$ cat src/hw/rtl/soi_pkg.sv
// ----------------------------------------------------------------------------
// Simpson odometer integrator package
// Shared types, codes and fixed widths of the odometer integrator.
// ----------------------------------------------------------------------------
package soi_pkg;

  localparam int KIND_W    = 2;
  localparam int SPEED_W   = 24;
  localparam int METER_W   = 30;
  localparam int SESSION_W = 32;
  localparam int STEP_W    = 16;
  localparam int SCALE_W   = 24;
  localparam int CFG_IDX_W = 2;
  localparam int CFG_DATA_W = 30;

  localparam int ALU_W     = 65;
  localparam int ODO_Q_W   = 62;
  localparam int SESS_Q_W  = 64;
  localparam int FRAC_W    = 32;

  localparam int MUL_STEPS = SCALE_W;
  localparam int DIV_STEPS = METER_W;
  localparam int CNT_W     = 5;

  localparam logic [METER_W-1:0] TRIP_LIMIT_RST = 30'd1000000;
  localparam logic [METER_W-1:0] ODO_LIMIT_RST  = 30'd999999009;
  localparam logic [STEP_W-1:0]  SAVE_STEP_RST  = 16'd100;
  localparam logic [SCALE_W-1:0] SCALE_RST      = 24'd77672;

  typedef enum logic [KIND_W-1:0] {
    KIND_SPEED    = 2'd0,
    KIND_CLR_TRIP = 2'd1,
    KIND_CLR_ALL  = 2'd2,
    KIND_LOAD     = 2'd3
  } kind_t;

  typedef enum logic [CFG_IDX_W-1:0] {
    REG_TRIP_LIMIT = 2'd0,
    REG_ODO_LIMIT  = 2'd1,
    REG_SAVE_STEP  = 2'd2,
    REG_SCALE      = 2'd3
  } reg_idx_t;

  typedef enum logic [11:0] {
    ST_IDLE     = 12'b0000_0000_0001,
    ST_ACC      = 12'b0000_0000_0010,
    ST_MUL      = 12'b0000_0000_0100,
    ST_ODO      = 12'b0000_0000_1000,
    ST_ODO_LIM  = 12'b0000_0001_0000,
    ST_TRIP     = 12'b0000_0010_0000,
    ST_TRIP_LIM = 12'b0000_0100_0000,
    ST_SESS     = 12'b0000_1000_0000,
    ST_SESS_SAT = 12'b0001_0000_0000,
    ST_DIV      = 12'b0010_0000_0000,
    ST_BUCKET   = 12'b0100_0000_0000,
    ST_OUT      = 12'b1000_0000_0000
  } state_t;

  typedef struct packed {
    logic  in_fire;
    kind_t kind;
    logic  win_close;
    logic  out_free;
  } soi_sts_t;

  typedef struct packed {
    state_t st;
    logic   idle;
  } soi_ctl_t;

endpackage

$ cat src/hw/rtl/soi_alu.sv
// ----------------------------------------------------------------------------
// Simpson odometer integrator shared adder
// One wide add/subtract unit reused by every arithmetic step.
// ----------------------------------------------------------------------------
module soi_alu (
  input  logic [soi_pkg::ALU_W-1:0] a,
  input  logic [soi_pkg::ALU_W-1:0] b,
  input  logic                      sub,
  output logic [soi_pkg::ALU_W-1:0] y
);
  import soi_pkg::*;

  logic [ALU_W-1:0] b_op;

  assign b_op = sub ? ~b : b;
  assign y    = a + b_op + {{(ALU_W-1){1'b0}}, sub};

endmodule

$ cat src/hw/rtl/soi_seq.sv
// ----------------------------------------------------------------------------
// Simpson odometer integrator sequencer
// Steps a word through the accumulate, multiply, totals and bucket divide it needs.
// ----------------------------------------------------------------------------
module soi_seq (
  input  logic              clk,
  input  logic              rst_n,
  input  soi_pkg::soi_sts_t sts,
  output soi_pkg::soi_ctl_t ctl
);
  import soi_pkg::*;

  state_t           state_r, state_nxt;
  logic [CNT_W-1:0] cnt_r, cnt_nxt;

  always_comb begin
    state_nxt = state_r;
    unique case (state_r)
      ST_IDLE: begin
        if (sts.in_fire) begin
          unique case (sts.kind)
            KIND_SPEED:    state_nxt = ST_ACC;
            KIND_CLR_TRIP: state_nxt = ST_OUT;
            KIND_CLR_ALL:  state_nxt = ST_OUT;
            KIND_LOAD:     state_nxt = ST_DIV;
            default:       state_nxt = ST_OUT;
          endcase
        end
      end
      ST_ACC:      state_nxt = sts.win_close ? ST_MUL : ST_OUT;
      ST_MUL:      if (cnt_r == CNT_W'(MUL_STEPS - 1)) state_nxt = ST_ODO;
      ST_ODO:      state_nxt = ST_ODO_LIM;
      ST_ODO_LIM:  state_nxt = ST_TRIP;
      ST_TRIP:     state_nxt = ST_TRIP_LIM;
      ST_TRIP_LIM: state_nxt = ST_SESS;
      ST_SESS:     state_nxt = ST_SESS_SAT;
      ST_SESS_SAT: state_nxt = ST_DIV;
      ST_DIV:      if (cnt_r == CNT_W'(DIV_STEPS - 1)) state_nxt = ST_BUCKET;
      ST_BUCKET:   state_nxt = ST_OUT;
      ST_OUT:      if (sts.out_free) state_nxt = ST_IDLE;
      default:     state_nxt = ST_IDLE;
    endcase
  end

  assign cnt_nxt = ((state_r == ST_MUL) || (state_r == ST_DIV)) ? cnt_r + 1'b1 : '0;

  always_ff @(posedge clk) begin
    if (!rst_n) begin
      state_r <= ST_IDLE;
      cnt_r   <= '0;
    end else begin
      state_r <= state_nxt;
      cnt_r   <= cnt_nxt;
    end
  end

  assign ctl.st   = state_r;
  assign ctl.idle = (state_r == ST_IDLE);

endmodule

$ cat src/hw/rtl/simpson_odometer_integrator.sv
// ----------------------------------------------------------------------------
// Simpson odometer integrator
// Integrates speed words by Simpson's rule into odometer, trip and session
// totals, with trip bucket tracking for save requests.
// ----------------------------------------------------------------------------
// Usage: the input channel takes one word per item (speed sample, clear trip,
// clear odometer and trip, or load totals); every item yields one result word
// on the output channel. Configuration writes go over the cfg channel, which
// is always ready; the user must make them only while the block is idle, as
// the block itself does not enforce this. A clear goes straight to the
// output, a sample that does not close a window only accumulates, a load
// runs the bucket divide, and a sample that closes a window runs the
// multiply, the total updates and the bucket divide. The result word turns
// valid in the same cycle as the block returns to idle. The shared adder
// works in steps: 24 shift-add passes for the distance multiply, an add and a
// limit step for each of the three total updates, and 30 restoring-division
// passes for the trip bucket. in_stall is high from acceptance until the
// block returns to idle, so one item is in work at a time. The result sits in
// an output register; a new item is accepted while it waits, but that item's
// result waits until the receiver lowers out_stall. Reset clears the totals,
// the window and the output valid, and restores the register defaults.
// ----------------------------------------------------------------------------
module simpson_odometer_integrator #(
  parameter int SAMPLES_PER_WINDOW = 21
) (
  input  logic                               clk,
  input  logic                               rst_n,
  input  logic                               in_valid,
  output logic                               in_stall,
  input  logic [soi_pkg::KIND_W-1:0]         in_kind,
  input  logic signed [soi_pkg::SPEED_W-1:0] in_speed_kmh_q8,
  input  logic [soi_pkg::METER_W-1:0]        in_load_odo_m,
  input  logic [soi_pkg::METER_W-1:0]        in_load_trip_m,
  output logic                               out_valid,
  input  logic                               out_stall,
  output logic [soi_pkg::METER_W-1:0]        out_odo_m,
  output logic [soi_pkg::METER_W-1:0]        out_trip_m,
  output logic [soi_pkg::SESSION_W-1:0]      out_session_m,
  output logic                               out_window_done,
  output logic                               out_save_request,
  input  logic                               cfg_valid,
  output logic                               cfg_ready,
  input  logic [soi_pkg::CFG_IDX_W-1:0]      cfg_index,
  input  logic [soi_pkg::CFG_DATA_W-1:0]     cfg_data
);
  import soi_pkg::*;

  localparam int IDX_W  = $clog2(SAMPLES_PER_WINDOW);
  localparam int SUM_W  = 25 + $clog2(SAMPLES_PER_WINDOW);
  localparam int PROD_W = SUM_W + SCALE_W;
  localparam logic [IDX_W-1:0] LAST_IDX = IDX_W'(SAMPLES_PER_WINDOW - 1);

  logic [METER_W-1:0] trip_lim_r, odo_lim_r;
  logic [STEP_W-1:0]  step_r;
  logic [SCALE_W-1:0] scale_r;

  logic [IDX_W-1:0]    idx_r;
  logic [SUM_W-1:0]    wsum_r;
  logic [SPEED_W-2:0]  spd_r;
  logic [PROD_W-1:0]   mcand_r, prod_r;
  logic [SCALE_W-1:0]  mplier_r;
  logic [ALU_W-1:0]    sum_r;
  logic [ODO_Q_W-1:0]  odo_r, trip_r;
  logic [SESS_Q_W-1:0] sess_r;
  logic [METER_W-1:0]  quo_r, lastb_r;
  logic [STEP_W-1:0]   rem_r;
  logic                force_r, done_r, save_r;
  logic                out_valid_r;

  soi_sts_t sts;
  soi_ctl_t ctl;
  kind_t    kind;

  logic [SPEED_W-2:0]  v_in;
  logic [SPEED_W:0]    v_w;
  logic [STEP_W-1:0]   step_eff;
  logic [STEP_W:0]     div_a;
  logic [ALU_W-1:0]    alu_a, alu_b, alu_y;
  logic                alu_sub;
  logic                win_close, out_free, in_fire, changed;
  logic [ODO_Q_W-1:0]  odo_lim_q, trip_lim_q;
  logic [METER_W-1:0]  odo_ld, trip_ld;

  assign kind      = kind_t'(in_kind);
  assign in_fire   = in_valid && ctl.idle;
  assign in_stall  = !ctl.idle;
  assign out_free  = !out_valid_r || !out_stall;
  assign win_close = (idx_r == LAST_IDX);
  assign cfg_ready = 1'b1;

  assign sts.in_fire   = in_fire;
  assign sts.kind      = kind;
  assign sts.win_close = win_close;
  assign sts.out_free  = out_free;

  soi_seq u_seq (
    .clk   (clk),
    .rst_n (rst_n),
    .sts   (sts),
    .ctl   (ctl)
  );

  // Register file.
  always_ff @(posedge clk) begin
    if (!rst_n) begin
      trip_lim_r <= TRIP_LIMIT_RST;
      odo_lim_r  <= ODO_LIMIT_RST;
      step_r     <= SAVE_STEP_RST;
      scale_r    <= SCALE_RST;
    end else if (cfg_valid && cfg_ready) begin
      unique case (reg_idx_t'(cfg_index))
        REG_TRIP_LIMIT: trip_lim_r <= cfg_data[METER_W-1:0];
        REG_ODO_LIMIT:  odo_lim_r  <= cfg_data[METER_W-1:0];
        REG_SAVE_STEP:  step_r     <= cfg_data[STEP_W-1:0];
        REG_SCALE:      scale_r    <= cfg_data[SCALE_W-1:0];
        default: ;
      endcase
    end
  end

  assign v_in     = in_speed_kmh_q8[SPEED_W-1] ? '0 : in_speed_kmh_q8[SPEED_W-2:0];
  assign step_eff = (step_r == '0) ? STEP_W'(1) : step_r;
  assign div_a    = {rem_r, quo_r[METER_W-1]};
  assign odo_lim_q  = {odo_lim_r, {FRAC_W{1'b0}}};
  assign trip_lim_q = {trip_lim_r, {FRAC_W{1'b0}}};
  assign odo_ld   = (in_load_odo_m > odo_lim_r) ? odo_lim_r : in_load_odo_m;
  assign trip_ld  = (in_load_trip_m > trip_lim_r) ? '0 : in_load_trip_m;
  assign changed  = force_r || (quo_r != lastb_r);

  always_comb begin
    if ((idx_r == '0) || (idx_r == LAST_IDX)) begin
      v_w = {2'b00, spd_r};
    end else if (idx_r[0]) begin
      v_w = {spd_r, 2'b00};
    end else begin
      v_w = {1'b0, spd_r, 1'b0};
    end
  end

  // Operand selection for the shared adder.
  always_comb begin
    alu_a   = '0;
    alu_b   = '0;
    alu_sub = 1'b0;
    unique case (ctl.st)
      ST_ACC: begin
        alu_a = ALU_W'(wsum_r);
        alu_b = ALU_W'(v_w);
      end
      ST_MUL: begin
        alu_a = ALU_W'(prod_r);
        alu_b = mplier_r[0] ? ALU_W'(mcand_r) : '0;
      end
      ST_ODO: begin
        alu_a = ALU_W'(odo_r);
        alu_b = ALU_W'(prod_r);
      end
      ST_TRIP: begin
        alu_a = ALU_W'(trip_r);
        alu_b = ALU_W'(prod_r);
      end
      ST_SESS: begin
        alu_a = ALU_W'(sess_r);
        alu_b = ALU_W'(prod_r);
      end
      ST_DIV: begin
        alu_a   = ALU_W'(div_a);
        alu_b   = ALU_W'(step_eff);
        alu_sub = 1'b1;
      end
      default: ;
    endcase
  end

  soi_alu u_alu (
    .a   (alu_a),
    .b   (alu_b),
    .sub (alu_sub),
    .y   (alu_y)
  );

  // Window and total state.
  always_ff @(posedge clk) begin
    if (!rst_n) begin
      idx_r   <= '0;
      wsum_r  <= '0;
      odo_r   <= '0;
      trip_r  <= '0;
      sess_r  <= '0;
      lastb_r <= '0;
      force_r <= 1'b0;
      done_r  <= 1'b0;
      save_r  <= 1'b0;
    end else begin
      unique case (ctl.st)
        ST_IDLE: begin
          if (in_fire) begin
            spd_r  <= v_in;
            done_r <= 1'b0;
            save_r <= 1'b1;
            unique case (kind)
              KIND_SPEED: ;
              KIND_CLR_TRIP: begin
                trip_r  <= '0;
                lastb_r <= '0;
              end
              KIND_CLR_ALL: begin
                odo_r   <= '0;
                trip_r  <= '0;
                lastb_r <= '0;
              end
              KIND_LOAD: begin
                odo_r   <= {odo_ld, {FRAC_W{1'b0}}};
                trip_r  <= {trip_ld, {FRAC_W{1'b0}}};
                quo_r   <= trip_ld;
                rem_r   <= '0;
                force_r <= 1'b1;
              end
              default: ;
            endcase
          end
        end
        ST_ACC: begin
          wsum_r <= alu_y[SUM_W-1:0];
          done_r <= win_close;
          save_r <= 1'b0;
          if (win_close) begin
            idx_r    <= IDX_W'(1);
            mcand_r  <= PROD_W'(alu_y[SUM_W-1:0]);
            mplier_r <= scale_r;
            prod_r   <= '0;
          end else begin
            idx_r <= idx_r + 1'b1;
          end
        end
        ST_MUL: begin
          prod_r   <= alu_y[PROD_W-1:0];
          mcand_r  <= {mcand_r[PROD_W-2:0], 1'b0};
          mplier_r <= {1'b0, mplier_r[SCALE_W-1:1]};
        end
        ST_ODO: begin
          sum_r  <= alu_y;
          wsum_r <= SUM_W'(spd_r);
        end
        ST_ODO_LIM: begin
          odo_r <= (sum_r > ALU_W'(odo_lim_q)) ? odo_lim_q : sum_r[ODO_Q_W-1:0];
        end
        ST_TRIP: sum_r <= alu_y;
        ST_TRIP_LIM: begin
          trip_r <= (sum_r > ALU_W'(trip_lim_q)) ? '0 : sum_r[ODO_Q_W-1:0];
        end
        ST_SESS: sum_r <= alu_y;
        ST_SESS_SAT: begin
          sess_r  <= sum_r[ALU_W-1] ? '1 : sum_r[SESS_Q_W-1:0];
          quo_r   <= trip_r[ODO_Q_W-1:FRAC_W];
          rem_r   <= '0;
          force_r <= 1'b0;
        end
        ST_DIV: begin
          rem_r <= alu_y[ALU_W-1] ? div_a[STEP_W-1:0] : alu_y[STEP_W-1:0];
          quo_r <= {quo_r[METER_W-2:0], ~alu_y[ALU_W-1]};
        end
        ST_BUCKET: begin
          save_r  <= changed;
          force_r <= 1'b0;
          if (changed) begin
            lastb_r <= quo_r;
          end
        end
        ST_OUT: ;
        default: ;
      endcase
    end
  end

  // Output register.
  always_ff @(posedge clk) begin
    if (!rst_n) begin
      out_valid_r <= 1'b0;
    end else if ((ctl.st == ST_OUT) && out_free) begin
      out_valid_r <= 1'b1;
    end else if (!out_stall) begin
      out_valid_r <= 1'b0;
    end
  end

  always_ff @(posedge clk) begin
    if ((ctl.st == ST_OUT) && out_free) begin
      out_odo_m        <= odo_r[ODO_Q_W-1:FRAC_W];
      out_trip_m       <= trip_r[ODO_Q_W-1:FRAC_W];
      out_session_m    <= sess_r[SESS_Q_W-1:FRAC_W];
      out_window_done  <= done_r;
      out_save_request <= save_r;
    end
  end

  assign out_valid = out_valid_r;

endmodule

$ cat config.mk
export PLATFORM = sky130hd
export DESIGN_NAME = simpson_odometer_integrator
export DESIGN_NICKNAME = d
export VERILOG_FILES = /design/src/hw/rtl/soi_pkg.sv /design/src/hw/rtl/soi_alu.sv /design/src/hw/rtl/soi_seq.sv /design/src/hw/rtl/simpson_odometer_integrator.sv
export SDC_FILE = /design/constraint.sdc
export NUM_CORES = 2
export LEC_CHECK = 0
export BUFFER_PORTS_ARGS = -buffer_cell sky130_fd_sc_hd__buf_2
export CAP_MARGIN = 20
export CORE_MARGIN = 2
export CORE_UTILIZATION = 50
export DETAILED_ROUTE_END_ITERATION = 8
export GPL_ROUTABILITY_DRIVEN = 0
export PLACE_DENSITY = 0.7
export SYNTH_ARGS = -nofsm -noshare
export SYNTH_HDL_FRONTEND = slang
export SYNTH_HIERARCHICAL = 1
export SYNTH_SLANG_ARGS = --single-unit
$ cat constraint.sdc
create_clock -name clk -period 8.9 [get_ports clk]
set_input_delay 1.335 -clock clk [delete_from_list [all_inputs] [get_ports clk]]
set_output_delay 1.335 -clock clk [all_outputs]
set_load 0.03 [all_outputs]
==> impl_metrics.env <==
export IMPL_seq_power_share_pct=47.4
export IMPL_vias=33710
export IMPL_muxShareOfSynthArea_pct=1.006
export IMPL_htree_levels=3
export IMPL_wl_um=126900
export IMPL_cts_buffers=81
export IMPL_relSlewSlack_pct=23.10
export IMPL_finalCritPeriodShare_pct=77.23
export IMPL_worstPathCellList="nor4_1 > nand3_1 > nor3b_2 > buf_4 > or3_2 > buf_4 > a221o_1 > mux2i_1 > fa_1 > and2b_1 > o21bai_4 > a31oi_4 > a211oi_4 > o41ai_4 > a31oi_4 > o21ai_2 > nand4_1 > o311ai_4 > buf_4 > mux2i_1 > nor2_1"
export IMPL_finalHoldViolations=0
export IMPL_ys_types=105
export IMPL_worst_path_buf_inv=3
export IMPL_grt_use_met1_pct=40.19
export IMPL_fin_ws_ns=2.027
export IMPL_timing_fmax_mhz=145.5
export IMPL_p_leak_nw=17.45
export IMPL_cp_arrival_ns=7.26
export IMPL_synthCells=4184
export IMPL_cts_root_buf="clkbuf_16"
export IMPL_cts_hold_buf=0
export IMPL_rows=103
export IMPL_synthFlopType="dfxtp_1"
export IMPL_cp_slowest_cell="buf_4"
export IMPL_switchingPower_mw=2.387
export IMPL_ys_warn_count=6
export IMPL_cp_end_kind="flip-flop"
export IMPL_path_max_fanout=55
export IMPL_synth_area_leaders="edfxtp_1 27%, dfxtp_1 19%, nand2_1 6.3%"
export IMPL_clockBufferDepth=3
export IMPL_slowest_delay_ns=0.58
export IMPL_die_h_um=286.6
export IMPL_fin_util_pct=56.25
export IMPL_path_clk_slew_ns=0.06
export IMPL_ir_worst_vdd_v=0.0001290
export IMPL_grt_usage_pct=30.18
export IMPL_worstMarginPinSlew_ns=1.153
export IMPL_synthMostInstantiatedCell="nand2_1"
export IMPL_grt_overflow=0
export IMPL_grt_start_max_net_pins=170
export IMPL_finalSetupViolCount=0
export IMPL_use_met2_pct=46.22
export IMPL_ys_ff_latch=734
export IMPL_clk_latency_ns=0.65
export IMPL_period_needed_ns=6.873
export IMPL_die_w_um=286.6
export IMPL_initial_core_util_pct=50.54
export IMPL_grt_util_met3_pct=5.525
export IMPL_synth_common_cells="667 x nand2_1, 374 x dfxtp_1, 360 x edfxtp_1"
export IMPL_ant_nets=0
export IMPL_first_pass_iters=9
export IMPL_power_frac_clock_pct=40.3
export IMPL_top_usage_layer="met2"
export IMPL_cts_tree="built"
export IMPL_yosys_area_top_type="edfxtp_1"
export IMPL_synth_edf_count=360
export IMPL_cp_common_cell="buf_4"
export IMPL_synth_top_family_by_area="compound AO/OA/AOI/OAI gates"
export IMPL_final_net_count=4567
export IMPL_instances_no_fill=5368
export IMPL_pin_count=220
export IMPL_cp_top_family="compound AO/OA/AOI/OAI gates"
export IMPL_wire_per_inst_um=23.64
export IMPL_synth_avg_cell_area_sq_um=9.542
export IMPL_cts_sinks=734
export IMPL_hpwlAfterDp_um=88020
export IMPL_dp_cells=5216
export IMPL_synth_seq_area_share_pct=45.83
export IMPL_drt_iter0_drc=3553
export IMPL_swShare_pct=28.15
export IMPL_setup_tns_ns=0
export IMPL_start_kind="flip-flop"
export IMPL_grt_pass1_vias=31530
export IMPL_maxCapViolCount=0
export IMPL_crit_required_ns=9.28
export IMPL_regArea_sq_um=18300
export IMPL_power_internal_mw=6.092
export IMPL_synth_xor_area_share_pct=3.532
export IMPL_yosys_area_share_simple_pct=18.16
export IMPL_synthesis_area_sq_um=39920
export IMPL_fin_area_sq_um=44440
export IMPL_grt_pass1_wl_um=191500
export IMPL_antenna_found_initial=3
export IMPL_pre_cts_slack_ns=2.095
export IMPL_drc_errors=0
export IMPL_routed_via_density=6.279
export IMPL_worstSetupPathType="flip-flop to flip-flop"
export IMPL_synthAdderAreaFrac_pct=6.067
export IMPL_async_flop_share_pct=0
export IMPL_yosysTopAreaCellShare_pct=27.08
export IMPL_fp_dieArea_sq_um=82120
export IMPL_fill_cells=6881
export IMPL_min_path_type="flip-flop to flip-flop"
export IMPL_area_growth_pct=11.30
export IMPL_finalMaxSlewViolations=0
export IMPL_port_buffers=218
export IMPL_post_dp_cell_area_sq_um=41710
export IMPL_cts_setup_buffers=0
export IMPL_coreArea_sq_um=79000
export IMPL_combPwrFrac_pct=12.4
export IMPL_rsz0062_at_grt="no"
export IMPL_multiInputGateArea_sq_um=20150
export IMPL_status="complete, no violations"
export IMPL_pwr_density_cell_nw_per_um2=190.8
export IMPL_clock_skew_ns=0.03272
export IMPL_cts_resized=0
export IMPL_synth_compound_area_share_pct=21.02
export IMPL_drive_above_1_share_pct=11.51
-- logic make-up after synthesis --
group           Yosys count
fa+ha+maj               193
buf+inv                 409
mux                      40
simple gates           1482
xor+xnor                161
other cells               2
flops                   734
compound gates         1163
-- flip-flops by register name, indices dropped and copies added (netlist names), 32 cells and up --
signal	cells
sess_r	64
mcand_r	54
prod_r	54
out_session_m	32
trip_r	62
odo_r	62
sum_r	65
-- worst reg2reg max path: stages (launching register included) --
cell and delay (ns):
dfxtp_1 0.47, nor4_1 0.53, nand3_1 0.18, nor3b_2 0.18, buf_4 0.58, or3_2 0.24
buf_4 0.53, a221o_1 0.34, mux2i_1 0.16, fa_1 0.46, and2b_1 0.29, o21bai_4 0.09
a31oi_4 0.29, a211oi_4 0.13, o41ai_4 0.56, a31oi_4 0.23, o21ai_2 0.31, nand4_1 0.19
o311ai_4 0.13, buf_4 0.38, mux2i_1 0.27, nor2_1 0.07
-- stage by stage --
| step | total power [mW] | hold slack (ns) |
|---|---|---|
| finish | 8.480 | 0.4505 |
| global route | 8.741 | 0.4619 |
| CTS | 8.484 | 0.4523 |
| detailed placement | 5.094 | 0.4430 |
| global placement | 5.077 | 0.4378 |
| floorplan | 4.638 | 0.4081 |
-- placed cells by master (no fill, tap or decap), types with 46 or more instances in the layout --
cell       instances
a21boi_1          58
o21ai_0          162
xnor2_1           48
a21boi_0         132
ha_1             192
buf_2            217
and3_1            46
buf_4             54
nor3_1           109
inv_1            105
o211ai_1          58
nor3b_1           67
a22o_1            73
nand3_1          122
a21oi_1          210
a22oi_1           89
dfxtp_1          374
a21o_1           113
nor2_1           169
edfxtp_1         360
and2_1            92
xor2_1           113
clkbuf_16         84
nand2_1          667
-- power groups by stage --
stage          Combinational, mW  Clock (mW)  Sequential, mW
2_1_floorplan              0.675           0            3.96
3_3_place_gp                1.00           0            4.08
3_5_place_dp                1.02           0            4.08
4_1_cts                     1.02        3.45            4.00
5_1_grt                     1.14        3.59            4.02
6_report                    1.05        3.41            4.02
-- worst paths after layout --
path                                                     start                      end  slack (ns)  cells past startpoint
worst max register to register  u_seq/state_r[11]$_SDFFE_PN0P_   rem_r[9]$_SDFFCE_PN0P_        2.03                     21
worst max-delay path            u_seq/state_r[11]$_SDFFE_PN0P_   rem_r[9]$_SDFFCE_PN0P_        2.03                     21
worst min-delay path                   trip_r[21]$_SDFFE_PN0P_  trip_r[21]$_SDFFE_PN0P_        0.45                      2
worst min register to register         trip_r[21]$_SDFFE_PN0P_  trip_r[21]$_SDFFE_PN0P_        0.45                      2
-- cell type report --
type | count | share of cell area, %
Antenna cell | 1 | 0.005631
Clock buffer | 104 | 5.032
Clock inverter | 45 | 0.9911
Inverter | 106 | 0.9010
Multi-Input combinational cell | 3052 | 45.34
Sequential cell | 734 | 41.18
Tap cell | 1050 | 2.956
Timing Repair Buffer | 276 | 3.598
-- per-layer routing --
| metal | vias to the layer above | share of wire [%] |
|---|---|---|
| met5 | - | 0.021 |
| met4 | 4 | 6.2 |
| met3 | 352 | 8.8 |
| met2 | 1659 | 44 |
| met1 | 16200 | 41 |
| li1 | 15490 | - |
Note: power is estimated with default switching activity, not from simulation.
